===== src/sv/oled_page_frame_buffer_top_assert.svh =====
// assertion macros for the page frame buffer
`ifndef OLED_PAGE_FRAME_BUFFER_TOP_ASSERT_SVH
`define OLED_PAGE_FRAME_BUFFER_TOP_ASSERT_SVH

// condition must never hold while out of reset
`define OPF_ASSERT_NEVER(label, clk, rst_n, cond) \
    label: assert property (@(posedge clk) disable iff (!rst_n) !(cond)) \
        else $error("opf: forbidden condition seen");

// antecedent implies consequent in the same cycle
`define OPF_ASSERT_IMPLY(label, clk, rst_n, ante, cons) \
    label: assert property (@(posedge clk) disable iff (!rst_n) (ante) |-> (cons)) \
        else $error("opf: implication failed");

`endif


===== src/sv/opf_pkg.sv =====
// shared types and constants for the page frame buffer
`default_nettype none

package opf_pkg;

    localparam int COLUMNS_DEF = 128;
    localparam int PAGES_DEF   = 8;

    localparam int COL_W       = 8;
    localparam int GRP_W       = 4;
    localparam int HEADER_LEN  = 3;
    localparam int QUEUE_DEPTH = 4;

    localparam logic [7:0] CTRL_COMMAND  = 8'h00;
    localparam logic [7:0] CTRL_DATA     = 8'h40;
    localparam logic [7:0] CMD_PAGE_BASE = 8'hB0;
    localparam logic [7:0] CMD_COL_LOW   = 8'h00;
    localparam logic [7:0] CMD_COL_HIGH  = 8'h10;

    typedef enum logic [1:0] {
        OP_POINT   = 2'd0,
        OP_RECT    = 2'd1,
        OP_CLEAR   = 2'd2,
        OP_REFRESH = 2'd3
    } t_op_code;

    typedef enum logic [1:0] {
        CMD_RECT,
        CMD_CLEAR,
        CMD_REFRESH
    } t_cmd_kind;

    typedef struct packed {
        t_cmd_kind          kind;
        logic [COL_W-1:0]   x0;
        logic [COL_W-1:0]   x1;
        logic [GRP_W-1:0]   g0;
        logic [GRP_W-1:0]   g1;
        logic [2:0]         y0_lo;
        logic [2:0]         y1_lo;
        logic               value;
        logic [7:0]         fill;
    } t_cmd;

endpackage

`default_nettype wire


===== src/sv/opf_front.sv =====
// front end: accepts input beats, drops off-screen draws, clamps boxes
`default_nettype none

module opf_front #(
    parameter int COLUMNS = opf_pkg::COLUMNS_DEF,
    parameter int PAGES   = opf_pkg::PAGES_DEF
) (
    input  wire logic       i_valid,
    output logic            o_stall,
    input  wire logic [1:0] i_operation,
    input  wire logic [7:0] i_x_start,
    input  wire logic [7:0] i_y_start,
    input  wire logic [7:0] i_x_end,
    input  wire logic [7:0] i_y_end,
    input  wire logic       i_pixel_value,
    input  wire logic [7:0] i_fill_byte,
    input  wire logic       i_queue_full,
    input  wire logic       i_busy,
    output logic            o_push,
    output opf_pkg::t_cmd   o_cmd
);

    localparam int ROWS = PAGES * 8;
    localparam logic [8:0] COL_LIM = 9'(COLUMNS);
    localparam logic [8:0] ROW_LIM = 9'(ROWS);

    logic       xs_on;
    logic       ys_on;
    logic [7:0] x_end_c;
    logic [7:0] y_end_c;
    logic       keep;

    assign o_stall = i_queue_full || i_busy;

    always_comb begin
        xs_on   = {1'b0, i_x_start} < COL_LIM;
        ys_on   = {1'b0, i_y_start} < ROW_LIM;
        x_end_c = ({1'b0, i_x_end} >= COL_LIM) ? 8'(COLUMNS - 1) : i_x_end;
        y_end_c = ({1'b0, i_y_end} >= ROW_LIM) ? 8'(ROWS - 1) : i_y_end;

        o_cmd.kind  = opf_pkg::CMD_RECT;
        o_cmd.x0    = i_x_start;
        o_cmd.x1    = i_x_start;
        o_cmd.g0    = opf_pkg::GRP_W'(i_y_start >> 3);
        o_cmd.g1    = opf_pkg::GRP_W'(i_y_start >> 3);
        o_cmd.y0_lo = i_y_start[2:0];
        o_cmd.y1_lo = i_y_start[2:0];
        o_cmd.value = i_pixel_value;
        o_cmd.fill  = i_fill_byte;
        keep        = 1'b0;

        unique case (opf_pkg::t_op_code'(i_operation))
            opf_pkg::OP_POINT: begin
                keep = xs_on && ys_on;
            end
            opf_pkg::OP_RECT: begin
                o_cmd.x1    = x_end_c;
                o_cmd.g1    = opf_pkg::GRP_W'(y_end_c >> 3);
                o_cmd.y1_lo = y_end_c[2:0];
                keep = xs_on && ys_on && (i_x_start <= x_end_c) && (i_y_start <= y_end_c);
            end
            opf_pkg::OP_CLEAR: begin
                o_cmd.kind = opf_pkg::CMD_CLEAR;
                keep       = 1'b1;
            end
            opf_pkg::OP_REFRESH: begin
                o_cmd.kind = opf_pkg::CMD_REFRESH;
                keep       = 1'b1;
            end
            default: begin
                keep = 1'b0;
            end
        endcase

        o_push = i_valid && !o_stall && keep;
    end

endmodule

`default_nettype wire


===== config.mk =====
export PLATFORM = sky130hd
export DESIGN_NAME = opf_front
export DESIGN_NICKNAME = d
export VERILOG_FILES = /design/src/sv/oled_page_frame_buffer_top_assert.svh /design/src/sv/opf_pkg.sv /design/src/sv/opf_front.sv
export SDC_FILE = /design/constraint.sdc
export NUM_CORES = 1
export LEC_CHECK = 0
export ABC_AREA = 1
export BUFFER_PORTS_ARGS = -buffer_cell sky130_fd_sc_hd__buf_4
export CORE_UTILIZATION = 40
export DETAILED_ROUTE_END_ITERATION = 12
export GPL_ROUTABILITY_DRIVEN = 0
export GPL_TIMING_DRIVEN = 0
export PLACE_DENSITY = 0.9
export SYNTH_ARGS = -nofsm -noshare
export SYNTH_HDL_FRONTEND = slang
export SYNTH_SLANG_ARGS = --single-unit
export TNS_END_PERCENT = 20

===== constraint.sdc =====
create_clock -name vclk -period 3
set_input_delay 0.3 -clock vclk [all_inputs]
set_output_delay 0.3 -clock vclk [all_outputs]
set_load 0.1 [all_outputs]

==> Implementation_results.wiki <==
{| class="wikitable"
! Metric !! Value
|-
| Max-cap violations || 0
|-
| Main area contributors after synthesis || sky130_fd_sc_hd__ha_1 (23%), sky130_fd_sc_hd__buf_4 (22%), sky130_fd_sc_hd__nor2_1 (12%), sky130_fd_sc_hd__nand2_1 (11%), sky130_fd_sc_hd__a21oi_1 (8.1%)
|-
| CTS hold repair buffers || 0
|-
| Global route overflow || 0
|-
| Count of distinct cell types in the synthesized netlist || 19
|-
| Setup repair after global routing missed its margin || false
|-
| Vias after detailed routing || 1152
|-
| Outcome || complete, no violations
|-
| Remaining design rule violation count || 0
|-
| Average wire length per cell after detail routing || 9.866 um
|-
| Count of pins over their slew limit || 0
|-
| Timing-limited maximum frequency || 452.5 MHz
|-
| Endpoint class of the critical path || output pin
|-
| Fraction of final layout cells with drive strength greater than 1 || 50.22%
|-
| Hold Violations, Final || 0
|-
| Buffers on Ports || 80
|-
| Area growth syn-to-layout || 74.56%
|-
| Final worst-path setup slack || 790.0 ps
|-
| Category of the worst setup path launch point || input port
|-
| CP required || 2700 ps
|-
| Most instantiated library cell after synthesis || sky130_fd_sc_hd__nor2_1
|-
| I/O pin cnt || 89
|-
| Power density relative to cell area || 307.4 mW/mm2
|-
| Initial DRT Pass Iterations || 4
|-
| Area occupied by registers || 0 um2
|-
| Die ar. || 0.002342 mm2
|-
| Worst setup path category || input port to output pin
|-
| Critical Path AT || 1910 ps
|-
| Initial core utilization || 43.00%
|-
| Global-route wire length before repair || 3.946 mm
|-
| Number of buffers inserted by post-CTS setup repair || 0
|-
| Antenna diode instance count || 0
|-
| Final setup violation count || 0
|-
| Share of the clock period used by the worst path || 73.67%
|-
| Fraction of synthesized cell area taken by the top area cell type || 23.26%
|-
| Antenna-violating nets left || 0
|-
| Avg Synthesized Cell Area || 5.937 um2
|-
| Drt first-iter violations || 23
|-
| Max FO, Critical Path || 6
|-
| Cell types with the highest counts after synthesis || sky130_fd_sc_hd__nor2_1 (27), sky130_fd_sc_hd__nand2_1 (26), sky130_fd_sc_hd__buf_4 (25)
|-
| Number of antenna violations at the first check in global routing || 0
|-
| Peak supply drop || 207.8 uV
|-
| Setup TNS Final || 0 ps
|-
| Minimum clock period || 2210 ps
|-
| FFs & Latches || 0
|-
| Path class of the lowest-slack min-delay path || input port to output pin
|-
| Die Span Y || 48.39 um
|-
| Vias in the first global route || 977
|-
| Warning count from the yosys run || 0
|-
| Area leader, netlist || sky130_fd_sc_hd__ha_1
|-
| Die extent in x || 48.39 um
|-
| Detailed-route vias per instance || 4.535
|-
| Number of clock buffers in the layout || 0
|-
| Core region area || 0.002002 mm2
|-
| Placement Rows || 16
|-
| Global-route total usage across every layer || 19.96%
|-
| P_leak || 0.9069 nW
|-
| Cell area after synthesis || 860.8 um2
|-
| Total Wirelength || 2.506 mm
|-
| Sequential share of the synthesized area || 0%
|-
| Post-layout nets || 291
|-
| Pin count of the biggest net entering global routing || 11
|-
| Fill cells || 178
|-
| Placed Instance Area || 0.001503 mm2
|-
| Area of all placed cells without fillers || 0.001503 mm2
|-
| Half-perimeter wire length after placement || 2.208 mm
|-
| Resize count post-CTS || 0
|-
| Total power || 0.0004619 W
|-
| Post-placement setup slack || 809.3 ps
|-
| Number of instances in the synthesized netlist || 145
|}
## final timing paths
kind,depth (start not counted),slack (ps),start,endpoint
worst max-delay path,15,790,i_y_end[6],o_push
worst min-delay path,2,930,i_pixel_value,o_cmd[8]
## critical path: stages
cell and delay [ps]:
sky130_fd_sc_hd__buf_4 110, sky130_fd_sc_hd__nor2_1 90, sky130_fd_sc_hd__inv_1 100, sky130_fd_sc_hd__nor2_1 150
sky130_fd_sc_hd__ha_1 270, sky130_fd_sc_hd__nand2_1 70, sky130_fd_sc_hd__inv_1 50, sky130_fd_sc_hd__nand2_1 60
sky130_fd_sc_hd__nand2_1 40, sky130_fd_sc_hd__nand2_1 60, sky130_fd_sc_hd__nand2_1 50, sky130_fd_sc_hd__nand2_1 60
sky130_fd_sc_hd__nand3_1 80, sky130_fd_sc_hd__a21oi_2 130, sky130_fd_sc_hd__buf_4 300
## layout make-up
| type | instances | area, um2 | share of cell area (%) |
|---|---|---|---|
| buffer | 27 | 210.2 | 13.99 |
| inverter | 17 | 63.81 | 4.246 |
| multi-input combinational | 103 | 594.3 | 39.55 |
| tap | 27 | 33.78 | 2.248 |
| timing repair buffer | 80 | 600.6 | 39.97 |
## metal layers
layer	global-route usage, %	wire length [um]	up-vias	part of all wire [%]
met1	22.92	988	500	39
met2	40.85	1349	47	54
met4	1.961	18	0	0.72
met5	0	0	-	0
li1	-	-	603	-
met3	1.258	150	2	6.0
## layout by cell type, fill, tap and decap left out
cell type,synthesis,layout
sky130_fd_sc_hd__a21oi_2,3,3
sky130_fd_sc_hd__nor2_2,3,3
sky130_fd_sc_hd__a21oi_1,14,14
sky130_fd_sc_hd__or2_2,1,1
sky130_fd_sc_hd__inv_1,17,17
sky130_fd_sc_hd__o21a_1,1,1
sky130_fd_sc_hd__o21ai_0,2,2
sky130_fd_sc_hd__or2_1,1,1
sky130_fd_sc_hd__ha_1,16,16
sky130_fd_sc_hd__nor3_1,1,1
sky130_fd_sc_hd__nor2_1,27,27
sky130_fd_sc_hd__o2111ai_1,1,1
sky130_fd_sc_hd__nand4_1,2,2
sky130_fd_sc_hd__conb_1,1,3
sky130_fd_sc_hd__buf_4,25,105
sky130_fd_sc_hd__a21o_1,1,1
sky130_fd_sc_hd__nand2_1,26,26
sky130_fd_sc_hd__buf_6,2,2
sky130_fd_sc_hd__nand3_1,1,1
## where the power goes
group | switching, W | internal, W | total [W]
registers | 0 | 0 | 0
clock network | 0 | 0 | 0
logic | 0.000336 | 0.000126 | 0.000462
## logic make-up after synthesis
family                   Yosys count  share of synthesized area, %
AO/OA/AOI/OAI                     22                         15.12
adder cells (fa/ha/maj)           16                         23.26
buffers and inverters             44                         31.83
other                              1                        0.4356
AND/OR/NAND/NOR                   62                         29.36
## stage by stage
stage / instances / utilization [%] / hold WS (ps)
floorplan: 147 / - / 811.5
global placement: 254 / 75.06 / 926.5
detailed placement: 254 / 75.06 / 927.0
CTS: 254 / 75.06 / 926.8
global route: 254 / 75.06 / 928.4
finish: 254 / 75.06 / 926.4
Note: power is estimated with default switching activity, not from simulation.
