===== src/sv/oled_page_frame_buffer_top_assert.svh =====
// assertion macros for the page frame buffer
`ifndef OLED_PAGE_FRAME_BUFFER_TOP_ASSERT_SVH
`define OLED_PAGE_FRAME_BUFFER_TOP_ASSERT_SVH

// condition must never hold while out of reset
`define OPF_ASSERT_NEVER(label, clk, rst_n, cond) \
    label: assert property (@(posedge clk) disable iff (!rst_n) !(cond)) \
        else $error("opf: forbidden condition seen");

// antecedent implies consequent in the same cycle
`define OPF_ASSERT_IMPLY(label, clk, rst_n, ante, cons) \
    label: assert property (@(posedge clk) disable iff (!rst_n) (ante) |-> (cons)) \
        else $error("opf: implication failed");

`endif


===== src/sv/opf_pkg.sv =====
// shared types and constants for the page frame buffer
`default_nettype none

package opf_pkg;

    localparam int COLUMNS_DEF = 128;
    localparam int PAGES_DEF   = 8;

    localparam int COL_W       = 8;
    localparam int GRP_W       = 4;
    localparam int HEADER_LEN  = 3;
    localparam int QUEUE_DEPTH = 4;

    localparam logic [7:0] CTRL_COMMAND  = 8'h00;
    localparam logic [7:0] CTRL_DATA     = 8'h40;
    localparam logic [7:0] CMD_PAGE_BASE = 8'hB0;
    localparam logic [7:0] CMD_COL_LOW   = 8'h00;
    localparam logic [7:0] CMD_COL_HIGH  = 8'h10;

    typedef enum logic [1:0] {
        OP_POINT   = 2'd0,
        OP_RECT    = 2'd1,
        OP_CLEAR   = 2'd2,
        OP_REFRESH = 2'd3
    } t_op_code;

    typedef enum logic [1:0] {
        CMD_RECT,
        CMD_CLEAR,
        CMD_REFRESH
    } t_cmd_kind;

    typedef struct packed {
        t_cmd_kind          kind;
        logic [COL_W-1:0]   x0;
        logic [COL_W-1:0]   x1;
        logic [GRP_W-1:0]   g0;
        logic [GRP_W-1:0]   g1;
        logic [2:0]         y0_lo;
        logic [2:0]         y1_lo;
        logic               value;
        logic [7:0]         fill;
    } t_cmd;

endpackage

`default_nettype wire


===== src/sv/opf_queue.sv =====
// short command queue between front end and back end
`default_nettype none

module opf_queue (
    input  wire logic           i_clk,
    input  wire logic           i_rst_n,
    input  wire logic           i_push,
    input  wire opf_pkg::t_cmd  i_cmd,
    input  wire logic           i_pop,
    output logic                o_valid,
    output logic                o_full,
    output opf_pkg::t_cmd       o_cmd
);

    localparam int DEPTH = opf_pkg::QUEUE_DEPTH;
    localparam int PTR_W = $clog2(DEPTH);
    localparam int CNT_W = $clog2(DEPTH + 1);

    opf_pkg::t_cmd    r_entries [DEPTH];
    logic [PTR_W-1:0] r_wr_ptr;
    logic [PTR_W-1:0] r_rd_ptr;
    logic [CNT_W-1:0] r_count;
    logic             do_push;
    logic             do_pop;

    assign do_push = i_push && !o_full;
    assign do_pop  = i_pop && o_valid;
    assign o_valid = r_count != '0;
    assign o_full  = r_count == CNT_W'(DEPTH);
    assign o_cmd   = r_entries[r_rd_ptr];

    always_ff @(posedge i_clk) begin
        if (do_push) begin
            r_entries[r_wr_ptr] <= i_cmd;
        end
    end

    always_ff @(posedge i_clk) begin
        if (!i_rst_n) begin
            r_wr_ptr <= '0;
            r_rd_ptr <= '0;
            r_count  <= '0;
        end else begin
            if (do_push) begin
                r_wr_ptr <= r_wr_ptr + 1'b1;
            end
            if (do_pop) begin
                r_rd_ptr <= r_rd_ptr + 1'b1;
            end
            unique case ({do_push, do_pop})
                2'b10:   r_count <= r_count + 1'b1;
                2'b01:   r_count <= r_count - 1'b1;
                default: r_count <= r_count;
            endcase
        end
    end

endmodule

`default_nettype wire


===== config.mk =====
export PLATFORM = sky130hd
export DESIGN_NAME = opf_queue
export DESIGN_NICKNAME = d
export VERILOG_FILES = /design/src/sv/oled_page_frame_buffer_top_assert.svh /design/src/sv/opf_pkg.sv /design/src/sv/opf_queue.sv
export SDC_FILE = /design/constraint.sdc
export NUM_CORES = 1
export LEC_CHECK = 0
export BUFFER_PORTS_ARGS = -buffer_cell sky130_fd_sc_hd__buf_4
export CAP_MARGIN = 0
export CELL_PAD_IN_SITES_DETAIL_PLACEMENT = 1
export CELL_PAD_IN_SITES_GLOBAL_PLACEMENT = 1
export CORE_UTILIZATION = 27
export CTS_CLUSTER_DIAMETER = 40
export DETAILED_ROUTE_END_ITERATION = 12
export HOLD_SLACK_MARGIN = 0.02
export PLACE_DENSITY_LB_ADDON = 0.2
export SLEW_MARGIN = 15
export SYNTH_ARGS = -nofsm -noshare
export SYNTH_HDL_FRONTEND = slang
export SYNTH_SLANG_ARGS = --single-unit

===== constraint.sdc =====
create_clock -name i_clk -period 2.6 [get_ports i_clk]
set_clock_uncertainty 0.2 [all_clocks]
set_input_delay 0.13 -clock i_clk [delete_from_list [all_inputs] [get_ports i_clk]]
set_output_delay 0.13 -clock i_clk [all_outputs]
set_load 0.01 [all_outputs]

==> summary.md, run 1 <==
| Metric | Value |
|---|---|
| Total Power | around 8 mW |
| Post-Layout Cell Count | approximately 750 |
| Area delta synth->final | 32.9% |
| Cell Pwr Density | between 900 and 1000 nW/µm² |
| Die Height | 157 µm |
| Fin Setup TNS | 0 ns |
| Cts bufs inserted | 17 |
| Fin area | 8590 µm² |
| Root Driver | clkbuf_16 |
| CP required | between 2 and 3 ns |
| Sw Share | 0.265 |
| Deepest clock path buffer count | 2 |
| Area leader, netlist | edfxtp_1 |
| Clk sink count | between 150 and 200 |
| Fillcell total | around 2300 |
| Critical path's slowest cell | dfxtp_1 |
| HPWL Detailed | ~7800 µm |
| 1st-pass router iterations | 4 |
| Diode count | 0 |
| Endpoint class of the critical path | flip-flop |
| Top post-synthesis cells by area | edfxtp_1 76%, mux4_2 14%, dfxtp_1 2.8%, buf_12 1.2%, ha_1 0.97% |
| First DRT Iteration DRCs | ~140 |
| Via density | between 4 and 5 |
| Placed cells | ~670 |
| R2R depth | 9 |
| Worst ir drop on vdd | 370 µV |
| Leak pwr | 2.89 nW |
| DR WL/cell | 17.1 µm |
| Core Area | approximately 23000 µm² |
| CP bufs+invs | 2 |
| Highest metal used | met4 |
| Share of layout cells above drive strength 1 | 0.415 |
| M1 WL | 5820 µm |
| Largest net degree at the start of global routing | 42 |
| CP arrival | 2.54 ns |
| Die Area | around 25000 µm² |
| Synth top area share | 0.762 |
| CTS tree | built |
| Worst slew pin tran | 0.507 ns |
| Syn Nets | around 320 |
| Reg clk slew, reported paths | ~0.070 ns |
| Initial antenna violation count | 0 |
| RSZ-0062 raised after global routing | no |
| Metal3 WL | slightly above 500 µm |
| Via count | slightly above 3000 |
| Max Cap Viol | 0 |
| Routed wire length | ~13000 µm |
| Cell Area, Placed | 7550 µm² |
| Reg power frac | 0.442 |
| Worst-skew pair later-pin latency | approximately 0.42 ns |
| Final min period | roughly 2.4 ns |
| First-pass GRT wire length | ~19000 µm |
| Min setup slack post-route | about 0.20 ns |
| # port buffers | 87 |
| Worst-path cell chain | nor3b_2 -> nor2b_2 -> inv_1 -> ha_1 -> inv_1 -> fa_1 -> xor2_1 -> or3_1 -> a21boi_0 |
| Site Rows | 56 |
| Cell Area, Synth | roughly 6500 µm² |
| Reg-to-reg critical path endpoint | r_count[2]$_SDFFE_PN0P_ |
| Yosys cell types | 24 |
| FF-to-FF Start | r_count[2]$_SDFFE_PN0P_ |
| Startpoint type of the worst setup path | flip-flop |
| Max Fclk | roughly 420 MHz |
| Worst Setup EP | r_count[2]$_SDFFE_PN0P_ |
| Ports | 88 |
| NetSw | 2.13 mW |
| Worst slew margin | 0.662 |
| Gr usage total | 0.110 |
| Slew Viols, Final | 0 |
| Post-DRT Antenna Nets | 0 |
| Seq cells post-synth | ~170 |
| Logic pwr share | 0.241 |
| Final setup violation count | 0 |
| Htree depth | 4 |
| Critical path depth in cells | 9 |
| Final Hold Fails | 0 |
| Mapped Cells | between 200 and 300 |
| Register area | 5110 µm² |
| Hold Worst Slack | between 0.2 and 0.3 ns |
| Crit path max fanout | 7 |
| Final net count | approximately 470 |
| CP peak stage delay | 0.42 ns |
| Clock share of power | 0.318 |
| Area of the multi-input gates | 1220 µm² |
| Setup CP Type | reg2reg |
| Dpl ws | around 0.20 ns |
| Drc violations | 0 |
| Most Frequent Cell on Critical Path | inv_1 |
| Vias in the first global route | 3367 |
| Final period utilization | 0.923 |
| Status | complete, no violations |
| Reg2Reg Setup Slack | around 0.20 ns |
| Synth warnings | 0 |
| RD Place Congestion | between 0.6 and 0.7 |
| Worst Hold Class | in2reg |
| Syn Area/Cell | about 24 µm² |
| Top delay family on crit path | simple AND/OR/NAND/NOR gates |
| WL met2 | roughly 6300 µm |
| Die X | roughly 160 µm |
| Sequential fraction of the synthesis area | 0.790 |
| Overflow after GRT | 0 |
| Starting Density | 0.275 |
| Post-layout util | 0.366 |
| P_int | 5.91 mW |
| Critical Path Source | r_count[2]$_SDFFE_PN0P_ |
layout make-up:
class / instances / area share
flip-flops and latches: 173 / 0.595
repair buffers: 142 / 0.144
multi-input cells: 76 / 0.142
clock buffers: 17 / 0.0495
well taps: 319 / 0.0465
clock inverters: 15 / 0.0204
inverters: 6 / 0.00262
logic make-up (layout without fill, tap and decap cells):
group	after synthesis	after routing	share of synthesized area
multiplexers	43	43	0.147
adder cells (fa/ha/maj)	6	6	0.0128
buffers and inverters	18	180	0.0226
AND/OR/NAND/NOR	18	18	0.0165
AO/OA/AOI/OAI	5	5	0.00658
flip-flops	173	173	0.790
XOR/XNOR	4	4	0.00542
worst min path at each step:
stage / start / end / cells after the start
finish: i_cmd[15] / r_entries[2][15]$_DFFE_PP_ / 2
detailed placement: i_cmd[30] / r_entries[3][30]$_DFFE_PP_ / 1
global placement: i_cmd[30] / r_entries[2][30]$_DFFE_PP_ / 1
global route: i_cmd[19] / r_entries[1][19]$_DFFE_PP_ / 2
CTS: i_cmd[15] / r_entries[2][15]$_DFFE_PP_ / 2
floorplan: i_cmd[0] / r_entries[0][0]$_DFFE_PP_ / 0
synth_stat cells (all sizes together):
cell type  number
ha              5
o311ai          1
nand2           5
edfxtp        164
a21boi          1
o21ai           2
mux4           41
inv             6
and2            7
xnor2           3
o31a            1
or3             2
nor3b           1
buf            11
nor2b           3
fa              1
clkbuf          1
dfxtp           9
xor2            1
mux2i           2
power groups by stage:
stage | clock (mW) | combinational (mW) | sequential [mW]
after global placement | 0 | 1.94 | 3.61
after global routing | 2.74 | 2.11 | 3.60
after floorplan | 0 | 1.27 | 3.49
final | 2.55 | 1.94 | 3.55
after detailed placement | 0 | 1.95 | 3.63
after CTS | 2.65 | 2.01 | 3.57
state kept, by name, summed over array words and instances, names as in the netlist, named ones only:
name and flops:
r_count 3, r_entries 164, r_rd_ptr 2, r_wr_ptr 2
repair_timing:
| action | CTS | global route |
|---|---|---|
| endpoints found under the hold margin | 173 | 0 |
| hold buffers | 44 | 0 |
| gates resized for setup | 0 | 1 |
| endpoints found under the setup margin | 0 | 1 |
| setup buffers | 0 | 0 |
cells in the final DEF, fill, tap and decap left out:
cell type / instances
and2_2: 4
o21ai_0: 2
nand2_1: 5
buf_4: 93
mux2i_1: 2
dfxtp_1: 7
mux4_2: 40
buf_12: 5
dfxtp_4: 1
dlygate4sd3_1: 44
o311ai_2: 1
xor2_1: 1
and2_1: 3
clkinvlp_4: 3
dfxtp_2: 1
inv_1: 6
or3_1: 2
mux4_1: 1
ha_1: 5
o31a_1: 1
fa_1: 1
nor3b_2: 1
nor2b_2: 1
clkbuf_16: 17
edfxtp_1: 164
nor2b_1: 2
xnor2_1: 3
bufinv_16: 2
inv_8: 4
inv_6: 5
a21boi_0: 1
clkinv_1: 1
layer usage:
metal | vias up | GRT usage
met5 | - | 0
met4 | 0 | 0.0350
met3 | 10 | 0.0374
met2 | 58 | 0.177
met1 | 1590 | 0.139
li1 | 1401 | -
Note: power is estimated with default switching activity, not from simulation.
==> inputs of run 2 (changes only) <==
--- a/config.mk
+++ b/config.mk
@@ -9,6 +9,7 @@
 export CAP_MARGIN = 0
 export CELL_PAD_IN_SITES_DETAIL_PLACEMENT = 1
 export CELL_PAD_IN_SITES_GLOBAL_PLACEMENT = 1
+export CORE_ASPECT_RATIO = 1.4
 export CORE_UTILIZATION = 27
 export CTS_CLUSTER_DIAMETER = 40
 export DETAILED_ROUTE_END_ITERATION = 12
==> run 2 against run 1 <==
Against the previous run:
- fmax shrank 0.81%
- routed wire length grew 2.5%
- final cell count shrank 2.1%
- via count grew 1.6%
- global-route usage grew 0.41 points
- core utilization grew 0.11 points
- cell area shrank 0.15%
- critical path type unchanged
- largest cell class unchanged
- die area is essentially flat
- total power shrank 0.62%
- sequential power shrank 2%
==> summary.md, run 2 (synthesis gave the netlist of run 1 again) <==
| Metric | Value |
|---|---|
| Crit path max fanout | 7 |
| R2R depth | 9 |
| Dpl ws | between 0.06 and 0.07 ns |
| Final min period | ~2.4 ns |
| Htree depth | 4 |
| Via count | around 3100 |
| Vias in the first global route | about 3500 |
| RD Place Congestion | 0.685 |
| DR WL/cell | approximately 18 µm |
| Reg clk slew, reported paths | approximately 0.06 ns |
| Die X | around 130 µm |
| First DRT Iteration DRCs | between 200 and 250 |
| Final setup violation count | 0 |
| Worst-skew pair later-pin latency | around 0.43 ns |
| Site Rows | 66 |
| Area of the multi-input gates | about 1200 µm² |
| Min setup slack post-route | 0.182 ns |
| Worst Hold Class | in2reg |
| Reg-to-reg critical path endpoint | r_count[2]$_SDFFE_PN0P_ |
| Reg2Reg Setup Slack | ~0.18 ns |
| Final period utilization | 0.930 |
| Starting Density | 0.277 |
| Die Area | roughly 25000 µm² |
| Clk sink count | ~170 |
| Area delta synth->final | 32.7% |
| Top reg by flops | r_entries |
| CTS tree | built |
| Endpoint class of the critical path | flip-flop |
| HPWL Detailed | 7800 µm |
| CP arrival | between 2 and 3 ns |
| Gr usage total | 0.114 |
| Share of layout cells above drive strength 1 | 0.399 |
| Commonest cells after routing, fill and taps aside | 164 x edfxtp_1, 87 x buf_4, 44 x dlygate4sd3_1, 40 x mux4_2, 17 x clkbuf_16 |
| RSZ-0062 raised after global routing | no |
| FF-to-FF Start | r_count[1]$_SDFFE_PN0P_ |
| Met3 usage | 0.0309 |
| CP required | 2.75 ns |
| Post-Layout Cell Count | around 730 |
| Cell Area, Placed | 7570 µm² |
| Final net count | around 470 |
| Die Height | roughly 190 µm |
| Hold endpoint | r_entries[2][10]$_DFFE_PP_ |
| Via density | 4.25 |
| Placed cells | around 660 |
| Fin Setup TNS | 0 ns |
| Ports | 88 |
| Worst ir drop on vdd | between 500 and 600 µV |
| Overflow after GRT | 0 |
| Largest register FFs | around 160 |
| Post-DRT Antenna Nets | 0 |
| Grt peak-use layer | met2 |
| Drc violations | 0 |
| Core Area | between 20000 and 25000 µm² |
| Root Driver | clkbuf_16 |
| First-pass GRT wire length | 20000 µm |
| Cts bufs inserted | 17 |
| 1st-pass router iterations | 4 |
| Max Fclk | 414 MHz |
| Most common cell after layout, fill and taps aside | edfxtp_1 |
| Startpoint type of the worst setup path | flip-flop |
| Routed wire length | 13100 µm |
| Hold path depth | 2 |
| Fin area | between 8000 and 9000 µm² |
| Worst slew margin | 0.750 |
| Status | complete, no violations |
| Final Hold Fails | 0 |
| Diode count | 0 |
| Setup CP Type | reg2reg |
| Register area | between 5000 and 6000 µm² |
| Hold_sp | i_cmd[10] |
| Largest net degree at the start of global routing | between 40 and 50 |
| GR Util met1 | 0.125 |
| Cell Pwr Density | between 900 and 1000 nW/µm² |
| # port buffers | just under 90 |
| Worst slew pin tran | roughly 0.38 ns |
| Met2 Use GR | 0.203 |
| Slew Viols, Final | 0 |
| Initial antenna violation count | 0 |
| Max Cap Viol | 0 |
| Deepest clock path buffer count | 2 |
| Regs by FF count | r_entries (164), r_count (3) |
| Leak pwr | between 2 and 3 nW |
| Fillcell total | ~2300 |
[run 2: cell types whose count changed in the layout (fill, tap and decap cells not counted), moves of 3 or more]
cell	change
buf_12	+4
clkinv_1	+3
buf_4	-6
inv_8	-4
clkinv_2	+4
clkbuf_1	+3
inv_6	-5
clkinvlp_4	-3
[run 2: per-layer routing]
metal,routed length [µm],part of all wire
met1,5090,0.39
met2,7280,0.55
met3,448,0.034
met4,302,0.023
met5,0,0
[run 2: what timing repair did]
| action | CTS | global route |
|---|---|---|
| setup endpoints to repair | 0 | 1 |
| gates resized for setup | 0 | 4 |
| setup buffers | 0 | 0 |
| endpoints found under the hold margin | 173 | 0 |
| hold buffers | 44 | 0 |
[run 2: cell type report]
type                            count  area share
Clock buffer                       20      0.0509
Clock inverter                     11      0.0146
Inverter                            6     0.00263
Multi-Input combinational cell     76       0.143
Sequential cell                   173       0.596
Tap cell                          306      0.0446
Timing Repair Buffer              140       0.148
[run 2: power breakdown]
group          switching, mW  internal [mW]
sequential             0.101           3.37
combinational          0.940           1.12
clock                  0.985           1.48
total                   2.03           5.97
[run 2: worst max path at each step]
stage,startpoint,endpoint,slack [ns]
2_1_floorplan,r_count[0]$_SDFFE_PN0P_,r_entries[0][0]$_DFFE_PP_,0.22
3_3_place_gp,r_count[2]$_SDFFE_PN0P_,r_count[2]$_SDFFE_PN0P_,0.32
3_5_place_dp,r_count[1]$_SDFFE_PN0P_,r_count[2]$_SDFFE_PN0P_,0.07
6_report,r_count[1]$_SDFFE_PN0P_,r_count[2]$_SDFFE_PN0P_,0.18
4_1_cts,r_count[1]$_SDFFE_PN0P_,r_count[2]$_SDFFE_PN0P_,0.04
5_1_grt,r_count[1]$_SDFFE_PN0P_,r_count[2]$_SDFFE_PN0P_,0.02
[run 2: per-stage QoR]
| stage | power, mW | util | hold slack, ns |
|---|---|---|---|
| 2_1_floorplan | 4.76 | - | 0.0289 |
| 3_3_place_gp | 5.57 | 0.324 | 0.129 |
| 3_5_place_dp | 5.61 | 0.324 | 0.135 |
| 4_1_cts | 8.16 | 0.367 | 0.217 |
| 5_1_grt | 8.37 | 0.367 | 0.237 |
| 6_report | 7.99 | 0.367 | 0.246 |
[run 2: worst max-delay path, stage by stage (launching register included)]
cell	delay, ns
dfxtp_1	0.39
nor3b_4	0.25
nor2b_2	0.12
inv_1	0.07
ha_1	0.20
inv_1	0.07
fa_1	0.39
xor2_1	0.17
or3_1	0.32
a21boi_1	0.16
==> inputs of run 3 (changes only) <==
--- a/config.mk
+++ b/config.mk
@@ -11,6 +11,7 @@
 export CELL_PAD_IN_SITES_GLOBAL_PLACEMENT = 1
 export CORE_ASPECT_RATIO = 1.4
 export CORE_UTILIZATION = 27
+export CTS_BUF_LIST = sky130_fd_sc_hd__clkbuf_4 sky130_fd_sc_hd__clkbuf_8
 export CTS_CLUSTER_DIAMETER = 40
 export DETAILED_ROUTE_END_ITERATION = 12
 export HOLD_SLACK_MARGIN = 0.02
==> run 3 against run 2 <==
Against the previous run:
- core utilization decreased by 0.76 points
- critical endpoint unchanged
- die area unchanged
- non-clock buffer count unchanged
- highest routed layer unchanged
- sequential power about the same
- total power decreased by 7.6%
- setup slack improved by 0.051 ns
- cell area decreased by 2.1%
==> summary.md, run 3 (synthesis gave the netlist of run 1 again) <==
| Metric | Value |
|---|---|
| Final net count | about 470 |
| Worst-skew pair later-pin latency | approximately 0.46 ns |
| Crit path max fanout | 7 |
| Final Hold Fails | 0 |
| Final min period | roughly 2.4 ns |
| WL met2 | ~7300 µm |
| Max Cap Viol | 0 |
| Vias in the first global route | 3494 |
| Startpoint type of the worst setup path | flip-flop |
| Area delta synth->final | 30.0% |
| Final period utilization | 0.910 |
| Die Height | between 150 and 200 µm |
| RSZ-0062 raised after global routing | no |
| # port buffers | 87 |
| Overflow after GRT | 0 |
| Ports | 88 |
| Post-DRT Antenna Nets | 0 |
| Commonest cells after routing, fill and taps aside | 164 x edfxtp_1, 87 x buf_4, 44 x dlygate4sd3_1, 40 x mux4_2, 17 x clkbuf_8 |
| Initial antenna violation count | 0 |
| Site Rows | 66 |
| Post-layout util | 0.360 |
| First DRT Iteration DRCs | between 150 and 200 |
| Gr usage total | 0.113 |
| RD Place Congestion | between 0.6 and 0.7 |
| Die X | ~130 µm |
| Cell Pwr Density | just under 900 nW/µm² |
| DR WL/cell | 17.9 µm |
| Die Area | 24600 µm² |
| Register area | between 5000 and 6000 µm² |
| HPWL Detailed | 7800 µm |
| Diode count | 0 |
| Max Fclk | ~420 MHz |
| Via density | 4.22 |
| Worst ir drop on vdd | 391 µV |
| Hold Worst Slack | roughly 0.22 ns |
| Cell Area, Placed | approximately 7600 µm² |
| Worst slew pin tran | around 0.36 ns |
| Clk sink count | 173 |
| Root Driver | clkbuf_8 |
| Share of layout cells above drive strength 1 | 0.411 |
| 1st-pass router iterations | 5 |
| Endpoint class of the critical path | flip-flop |
| Drc violations | 0 |
| Highest metal used | met4 |
| Worst slew margin | 0.758 |
| Cts bufs inserted | 17 |
| Final setup violation count | 0 |
| Setup CP Type | reg2reg |
| Metal3 WL | a little over 400 µm |
| Deepest clock path buffer count | 2 |
| M1 WL | 5100 µm |
| First-pass GRT wire length | between 15000 and 20000 µm |
| Fillcell total | 2291 |
| Via count | about 3000 |
| # Post-CTS Setup Buffers | 0 |
| Fin area | around 8400 µm² |
| CP required | approximately 2.8 ns |
| Largest register FFs | about 160 |
| Reg clk slew, reported paths | 0.09 ns |
| Largest net degree at the start of global routing | 42 |
| CTS tree | built |
| Htree depth | 4 |
| Fin Setup TNS | 0 ns |
| Core Area | 23400 µm² |
| Regs by FF count | r_entries (164), r_count (3) |
| Worst Hold Class | in2reg |
| Area of the multi-input gates | about 1200 µm² |
| Leak pwr | between 2 and 3 nW |
| Starting Density | 0.277 |
| Top reg by flops | r_entries |
| Reg2Reg Setup Slack | around 0.23 ns |
| Routed wire length | between 10000 and 15000 µm |
| Status | complete, no violations |
| CP arrival | between 2 and 3 ns |
| Most common cell after layout, fill and taps aside | edfxtp_1 |
| Slew Viols, Final | 0 |
## run 3: cell types whose count changed in the layout (fill, tap and decap cells not counted)
cell       before  now
dfxtp_1         6    4
clkbuf_1        3    0
clkbuf_4        0    3
clkbuf_16      17    0
clkbuf_8        0   17
dfxtp_2         2    4
## run 3: area by class of cell
class,instances,share of cell area
clock buffers,20,0.0305
clock inverters,11,0.0149
inverters,6,0.00268
multi-input cells,76,0.146
flip-flops and latches,173,0.609
well taps,306,0.0456
repair buffers,140,0.152
## run 3: where the power goes
part	switching (mW)	internal (mW)	total, mW
Sequential	0.101	3.36	3.47
Combinational	0.941	1.12	2.06
Clock	0.903	0.956	1.86
## run 3: worst max-delay path: stages, from the launching register on
cell and delay, ns:
dfxtp_2 0.38, nor3b_4 0.22, nor2b_2 0.12, inv_1 0.07, ha_1 0.20, inv_1 0.07
fa_1 0.39, xor2_1 0.17, or3_1 0.31, a21boi_1 0.15
## run 3: stage by stage
stage	std cells	power [mW]	setup WS, ns
after floorplan	267	4.76	0.215
after global placement	657	5.57	0.317
after detailed placement	657	5.61	0.0660
after CTS	732	7.54	0.0359
after global routing	732	7.74	0.0523
final	732	7.38	0.233
## run 3: layer usage
layer,GRT usage,up-vias
li1,-,1392
met4,0.0520,0
met3,0.0317,18
met1,0.121,1623
met5,0,-
met2,0.205,53
## run 3: path summary, 6_finish.rpt
path                                               start                   endpoint  depth (start not counted)
worst max-delay path             r_count[2]$_SDFFE_PN0P_    r_count[2]$_SDFFE_PN0P_                          9
worst max register to register   r_count[2]$_SDFFE_PN0P_    r_count[2]$_SDFFE_PN0P_                          9
worst min-delay path                            i_cmd[0]  r_entries[2][0]$_DFFE_PP_                          2
worst min register to register  r_wr_ptr[0]$_SDFFE_PN0P_   r_wr_ptr[0]$_SDFFE_PN0P_                          2
## run 3: what timing repair did
item | 4_1_cts | 5_1_grt
hold endpoints to repair | 173 | 0
hold buffers | 44 | 0
gates resized for setup | 0 | 6
endpoints found under the setup margin | 0 | 2
